===== config.mk =====
export PLATFORM = sky130hd
export DESIGN_NAME = atrp_front
export DESIGN_NICKNAME = d
export VERILOG_FILES = /design/src/hdl/atrp_pkg.sv /design/src/hdl/atrp_front.sv
export SDC_FILE = /design/constraint.sdc
export NUM_CORES = 2
export LEC_CHECK = 0
export BUFFER_PORTS_ARGS = -buffer_cell sky130_fd_sc_hd__buf_2
export CORE_UTILIZATION = 58
export CTS_BUF_LIST = sky130_fd_sc_hd__clkbuf_4 sky130_fd_sc_hd__clkbuf_8
export CTS_CLUSTER_DIAMETER = 30
export DETAILED_ROUTE_END_ITERATION = 16
export GPL_TIMING_DRIVEN = 0
export PLACE_DENSITY = 0.77
export SYNTH_ARGS = -nofsm -noshare
export SYNTH_HDL_FRONTEND = slang
export SYNTH_SLANG_ARGS = --single-unit

===== constraint.sdc =====
create_clock -name i_clk -period 11.9 [get_ports i_clk]
set_clock_uncertainty 0.2 [all_clocks]
set_input_delay 0.595 -clock i_clk [delete_from_list [all_inputs] [get_ports i_clk]]
set_output_delay 0.595 -clock i_clk [all_outputs]
set_load 0.02 [all_outputs]

===== src/hdl/atrp_pkg.sv =====
// atrp_pkg: shared constants and tables for the accelerometer tilt core
// depends on nothing
`timescale 1ns / 1ps

package atrp_pkg;

    localparam int SAMPLE_BITS_DEF   = 12;
    localparam int FRACTION_BITS_DEF = 8;
    localparam int ITERATIONS_DEF    = 16;

    localparam int WEIGHT_BITS  = 8;
    localparam int WEIGHT_W     = 9;
    localparam logic [WEIGHT_W-1:0] WEIGHT_MAX   = 9'd256;
    localparam logic [WEIGHT_W-1:0] WEIGHT_RESET = 9'd51;
    localparam int RANGE_MG     = 2000;
    localparam int GUARD_BITS   = 16;
    localparam int ANGLE_SHIFT  = 16;
    localparam int TABLE_LEN    = 24;
    localparam int ACC_W        = 48;
    localparam int ROLL_W       = 16;
    localparam int PITCH_W      = 15;
    localparam int MG_W         = 12;
    localparam int HALF_TURN    = 18000;
    localparam int QUARTER_TURN = 9000;

    // arctangent of 2^-i in 1/65536 of a hundredth of a degree
    function automatic logic [31:0] atan_entry(input logic [4:0] i);
        logic [31:0] v;
        begin
            case (i)
                5'd0:  v = 32'd294912000;
                5'd1:  v = 32'd174096719;
                5'd2:  v = 32'd91987925;
                5'd3:  v = 32'd46694507;
                5'd4:  v = 32'd23437865;
                5'd5:  v = 32'd11730358;
                5'd6:  v = 32'd5866610;
                5'd7:  v = 32'd2933484;
                5'd8:  v = 32'd1466764;
                5'd9:  v = 32'd733385;
                5'd10: v = 32'd366693;
                5'd11: v = 32'd183346;
                5'd12: v = 32'd91673;
                5'd13: v = 32'd45837;
                5'd14: v = 32'd22918;
                5'd15: v = 32'd11459;
                5'd16: v = 32'd5730;
                5'd17: v = 32'd2865;
                5'd18: v = 32'd1432;
                5'd19: v = 32'd716;
                5'd20: v = 32'd358;
                5'd21: v = 32'd179;
                5'd22: v = 32'd90;
                5'd23: v = 32'd45;
                default: v = 32'd0;
            endcase
            return v;
        end
    endfunction

endpackage


===== src/hdl/atrp_front.sv =====
// atrp_front: input stage, low-pass filter update and milli-g scaling
// depends on atrp_pkg; feeds atrp_back
`timescale 1ns / 1ps

module atrp_front #(
    parameter int SAMPLE_BITS   = atrp_pkg::SAMPLE_BITS_DEF,
    parameter int FRACTION_BITS = atrp_pkg::FRACTION_BITS_DEF
) (
    input  logic                                    i_clk,
    input  logic                                    i_rst_n,
    input  logic [atrp_pkg::WEIGHT_W-1:0]           i_weight,
    input  logic                                    i_valid,
    output logic                                    o_ready,
    input  logic signed [SAMPLE_BITS-1:0]           i_x,
    input  logic signed [SAMPLE_BITS-1:0]           i_y,
    input  logic signed [SAMPLE_BITS-1:0]           i_z,
    output logic                                    o_valid,
    input  logic                                    i_ready,
    output logic signed [SAMPLE_BITS+FRACTION_BITS-1:0] o_fx,
    output logic signed [SAMPLE_BITS+FRACTION_BITS-1:0] o_fy,
    output logic signed [SAMPLE_BITS+FRACTION_BITS-1:0] o_fz,
    output logic [3*atrp_pkg::MG_W-1:0]             o_mg
);
    localparam int FW = SAMPLE_BITS + FRACTION_BITS;
    localparam int PW = FW + atrp_pkg::WEIGHT_W + 2;
    localparam int MW = SAMPLE_BITS + 12;

    logic signed [FW-1:0] r_filt [3];
    logic                 r_primed;
    logic                 r_valid;
    logic signed [FW-1:0] r_out  [3];
    logic [3*atrp_pkg::MG_W-1:0] r_mg;

    logic signed [SAMPLE_BITS-1:0] w_s [3];
    logic signed [FW-1:0]          n_filt [3];
    logic [3*atrp_pkg::MG_W-1:0]   n_mg;
    logic signed [atrp_pkg::WEIGHT_W:0] w_w;

    assign w_s[0] = i_x;
    assign w_s[1] = i_y;
    assign w_s[2] = i_z;
    assign w_w = (i_weight > atrp_pkg::WEIGHT_MAX) ? {1'b0, atrp_pkg::WEIGHT_MAX}
                                                   : {1'b0, i_weight};
    assign o_ready = !r_valid || i_ready;

    // filter update and milli-g scaling per axis
    always_comb begin
        logic signed [FW-1:0]   tgt;
        logic signed [FW:0]     diff;
        logic signed [PW-1:0]   prod;
        logic signed [MW-1:0]   mg;
        for (int a = 0; a < 3; a++) begin
            tgt  = FW'(w_s[a]) <<< FRACTION_BITS;
            diff = (FW+1)'(tgt) - (FW+1)'(r_filt[a]);
            prod = PW'(diff) * PW'(w_w);
            n_filt[a] = r_primed ? FW'(r_filt[a] + FW'(prod >>> atrp_pkg::WEIGHT_BITS)) : tgt;
            mg   = MW'(w_s[a]) * MW'(atrp_pkg::RANGE_MG);
            n_mg[a*atrp_pkg::MG_W +: atrp_pkg::MG_W] =
                atrp_pkg::MG_W'(mg >>> (SAMPLE_BITS - 1));
        end
    end

    always_ff @(posedge i_clk) begin
        if (!i_rst_n) begin
            r_primed <= 1'b0;
            r_valid  <= 1'b0;
            for (int a = 0; a < 3; a++) r_filt[a] <= '0;
        end else begin
            if (i_valid && o_ready) begin
                r_primed <= 1'b1;
                r_valid  <= 1'b1;
                for (int a = 0; a < 3; a++) r_filt[a] <= n_filt[a];
            end else if (i_ready) begin
                r_valid <= 1'b0;
            end
        end
    end

    // output register of filtered beat
    always_ff @(posedge i_clk) begin
        if (i_valid && o_ready) begin
            for (int a = 0; a < 3; a++) r_out[a] <= n_filt[a];
            r_mg <= n_mg;
        end
    end

    assign o_valid = r_valid;
    assign o_fx = r_out[0];
    assign o_fy = r_out[1];
    assign o_fz = r_out[2];
    assign o_mg = r_mg;

endmodule


==> impl_metrics.yaml <==
run:
  maxCapViolCount: 0
worst_setup_path:
  slowest_delay_ns: 0.71
  worst_path_most_repeated_cell: "fa_1"
  crit_fanout: 9
  critPathCaptureType: "flop"
  crit_cells: 36
  path_class: "reg -> reg"
  cpLargestDelayFamily: "adder cells"
  r2r_cells: 36
  required_ns: 11.98
  crit_slowest_cell: "xnor2_1"
  critPathLaunchType: "flop"
  cp_data_arrival_time_ns: 10.63
  crit_buf_inv: 4
logic_synthesis:
  synth-simple-area-share_pct: 14.6
  yosys_warnings: 0
  synth-edff-count: 156
  synth_ff_type: "edfxtp_1"
  ys_async_sr_fraction_pct: 0
  synth_cell_types: 85
  avgSynthCellArea_sq_um: 9.38
  synth_mux_area_share_pct: 0.909
  synthXorXnorAreaFrac_pct: 6.38
  synthesis.nets: 4648
  ys_ff_latch: 158
  synthesis.area_sq_um: 34000
  synth_top_family_by_area: "adder cells"
  synth-adder-area-share_pct: 48.3
  postSynthCellCount: 3623
  synth-seq-area-share_pct: 13.9
  synth_compound_area_share_pct: 6.82
placed_design:
  placement.io_buffers: 146
  dpl.hpwl_um: 69100
  place_congestion: 0.970
outcome:
  outcome: "finished, final reports clean"
grt:
  grt_max_degree: 51
  track_usage_pct: 30.1
  grt_pass1_vias: 26027
  grt_overflow: 0
  grt_pass1_wl_um: 138000
  antenna_found_initial: 7
drt:
  postRouteAntennaNets: 0
  via_count: 25569
  drt-wirelength-per-cell_um: 18.6
  drc_errors: 0
  vias_per_cell: 5.59
  drt-initial-drc-count: 1844
  dr.pass1.iters: 6
  routed_wl_um: 85100
floorplan:
  core.rowCount: 88
  start_util_pct: 58.8
  ioPinCount: 147
  die-area_sq_um: 59600
  die_h_um: 244
  coreArea_sq_um: 57800
  die_w_um: 244
sta:
  hold_viol: 0
  rsz0062_at_grt: "false"
  fin_tns_setup_ns: 0
  worstMarginPinSlew_ns: 1.26
  slew_violations: 0
  layout_worst_path_cycle_share_pct: 88.6
  max_freq_ghz: 0.0948
  period_minus_slack_ns: 10.55
  setup_violations: 0
  max_slew_margin_pct: 16.1
hold_path:
  hold_class: "in -> reg"
  whs_path_depth: 3
clock_network:
  cts_resized: 0
  hold_buffers: 0
  worstSkewPairLatency_ns: 0.61
  clock_tree.root_cell: "clkbuf_8"
  cts_tree: "done"
  cts_max_level: 4
  clock_sinks: 158
  cts_buffer_depth: 2
  clk_pin_slew_ns: 0.11
  cts_buffers: 17
  postCtsSetupRepairBufs: 0
final_layout:
  syn_to_final_growth_pct: 6.36
  nNetsFinal: 4815
  final_common_cell: "inv_1"
  final_cell_mix: "inv_1 (739), fa_1 (560), ha_1 (416), nand2_1 (360), nor2_1 (255)"
  drive_above_1_share_pct: 6.39
[worst min-delay path, stage by stage]
cell and delay, ns:
buf_2 0.11, inv_1 0.04, a21boi_0 0.06
[metal layers]
metal	wire length [um]	track usage, %
met1	34600	40.1
met2	40000	48.5
met3	7650	5.84
met4	2800	11.7
met5	28	0
[synth_stat cells, drive strengths merged, types with 23 or more instances]
cell / n / area share (%)
inv: 739 / 8.2
fa: 560 / 33
ha: 416 / 15
nand2: 360 / 4.0
nor2: 255 / 2.8
and2: 191 / 3.5
xnor2: 162 / 4.2
edfxtp: 156 / 14
a21oi: 103 / 1.5
xor2: 80 / 2.1
clkbuf: 75 / 0.83
nor3: 59 / 0.87
o21ai: 58 / 0.85
a21o: 41 / 0.93
nor2b: 38 / 0.70
nand3: 34 / 0.50
o21a: 30 / 0.66
and3: 28 / 0.52
nand2b: 28 / 0.52
mux2: 23 / 0.76
[cell type report]
cell class | instances | area, sq um
clock inverter | 14 | 166
clock buffer | 18 | 241
sequential | 158 | 4720
multi-input combinational | 2643 | 26200
buffer | 82 | 333
timing repair buffer | 148 | 778
tap | 765 | 957
inverter | 740 | 2780
antenna | 3 | 7.51
fill | 4857 | 21600
[final timing paths]
path                      from            to  slack (ns)
setup reg to reg  r_filt[0][0]  r_out[0][19]        1.35
setup / recovery  r_filt[0][0]  r_out[0][19]        1.35
hold / removal         i_valid       o_valid        0.04
hold reg to reg        o_valid       o_valid        0.38
[cells by family after synthesis]
family / after synthesis
flops: 158
simple gates: 1048
compound gates: 348
xor+xnor: 243
fa+ha+maj: 976
mux: 28
buf+inv: 822
[through the flow]
stage / hold slack [ns] / setup slack, ns / instance area, sq um / instances / utilization [%]
after floorplan: 0.479 / 3.04 / 34000 / 3623 / -
after global placement: 0.356 / 1.60 / 35700 / 4534 / 61.7
after detailed placement: 0.367 / 1.49 / 35700 / 4536 / 61.8
after CTS: 0.00288 / 1.43 / 36200 / 4568 / 62.5
after global routing: 0.0674 / 0.906 / 36200 / 4569 / 62.5
final: 0.0396 / 1.35 / 36200 / 4571 / 62.6
[registers in the layout, indices dropped and copies added, names as in the netlist]
| signal | cells |
|---|---|
| o_valid | 1 |
| r_primed | 1 |
| o_mg | 36 |
| r_filt | 60 |
| r_out | 60 |
Power is not shown: default switching activity piles up to over one toggle a cycle in this logic, so the estimate is an artifact.
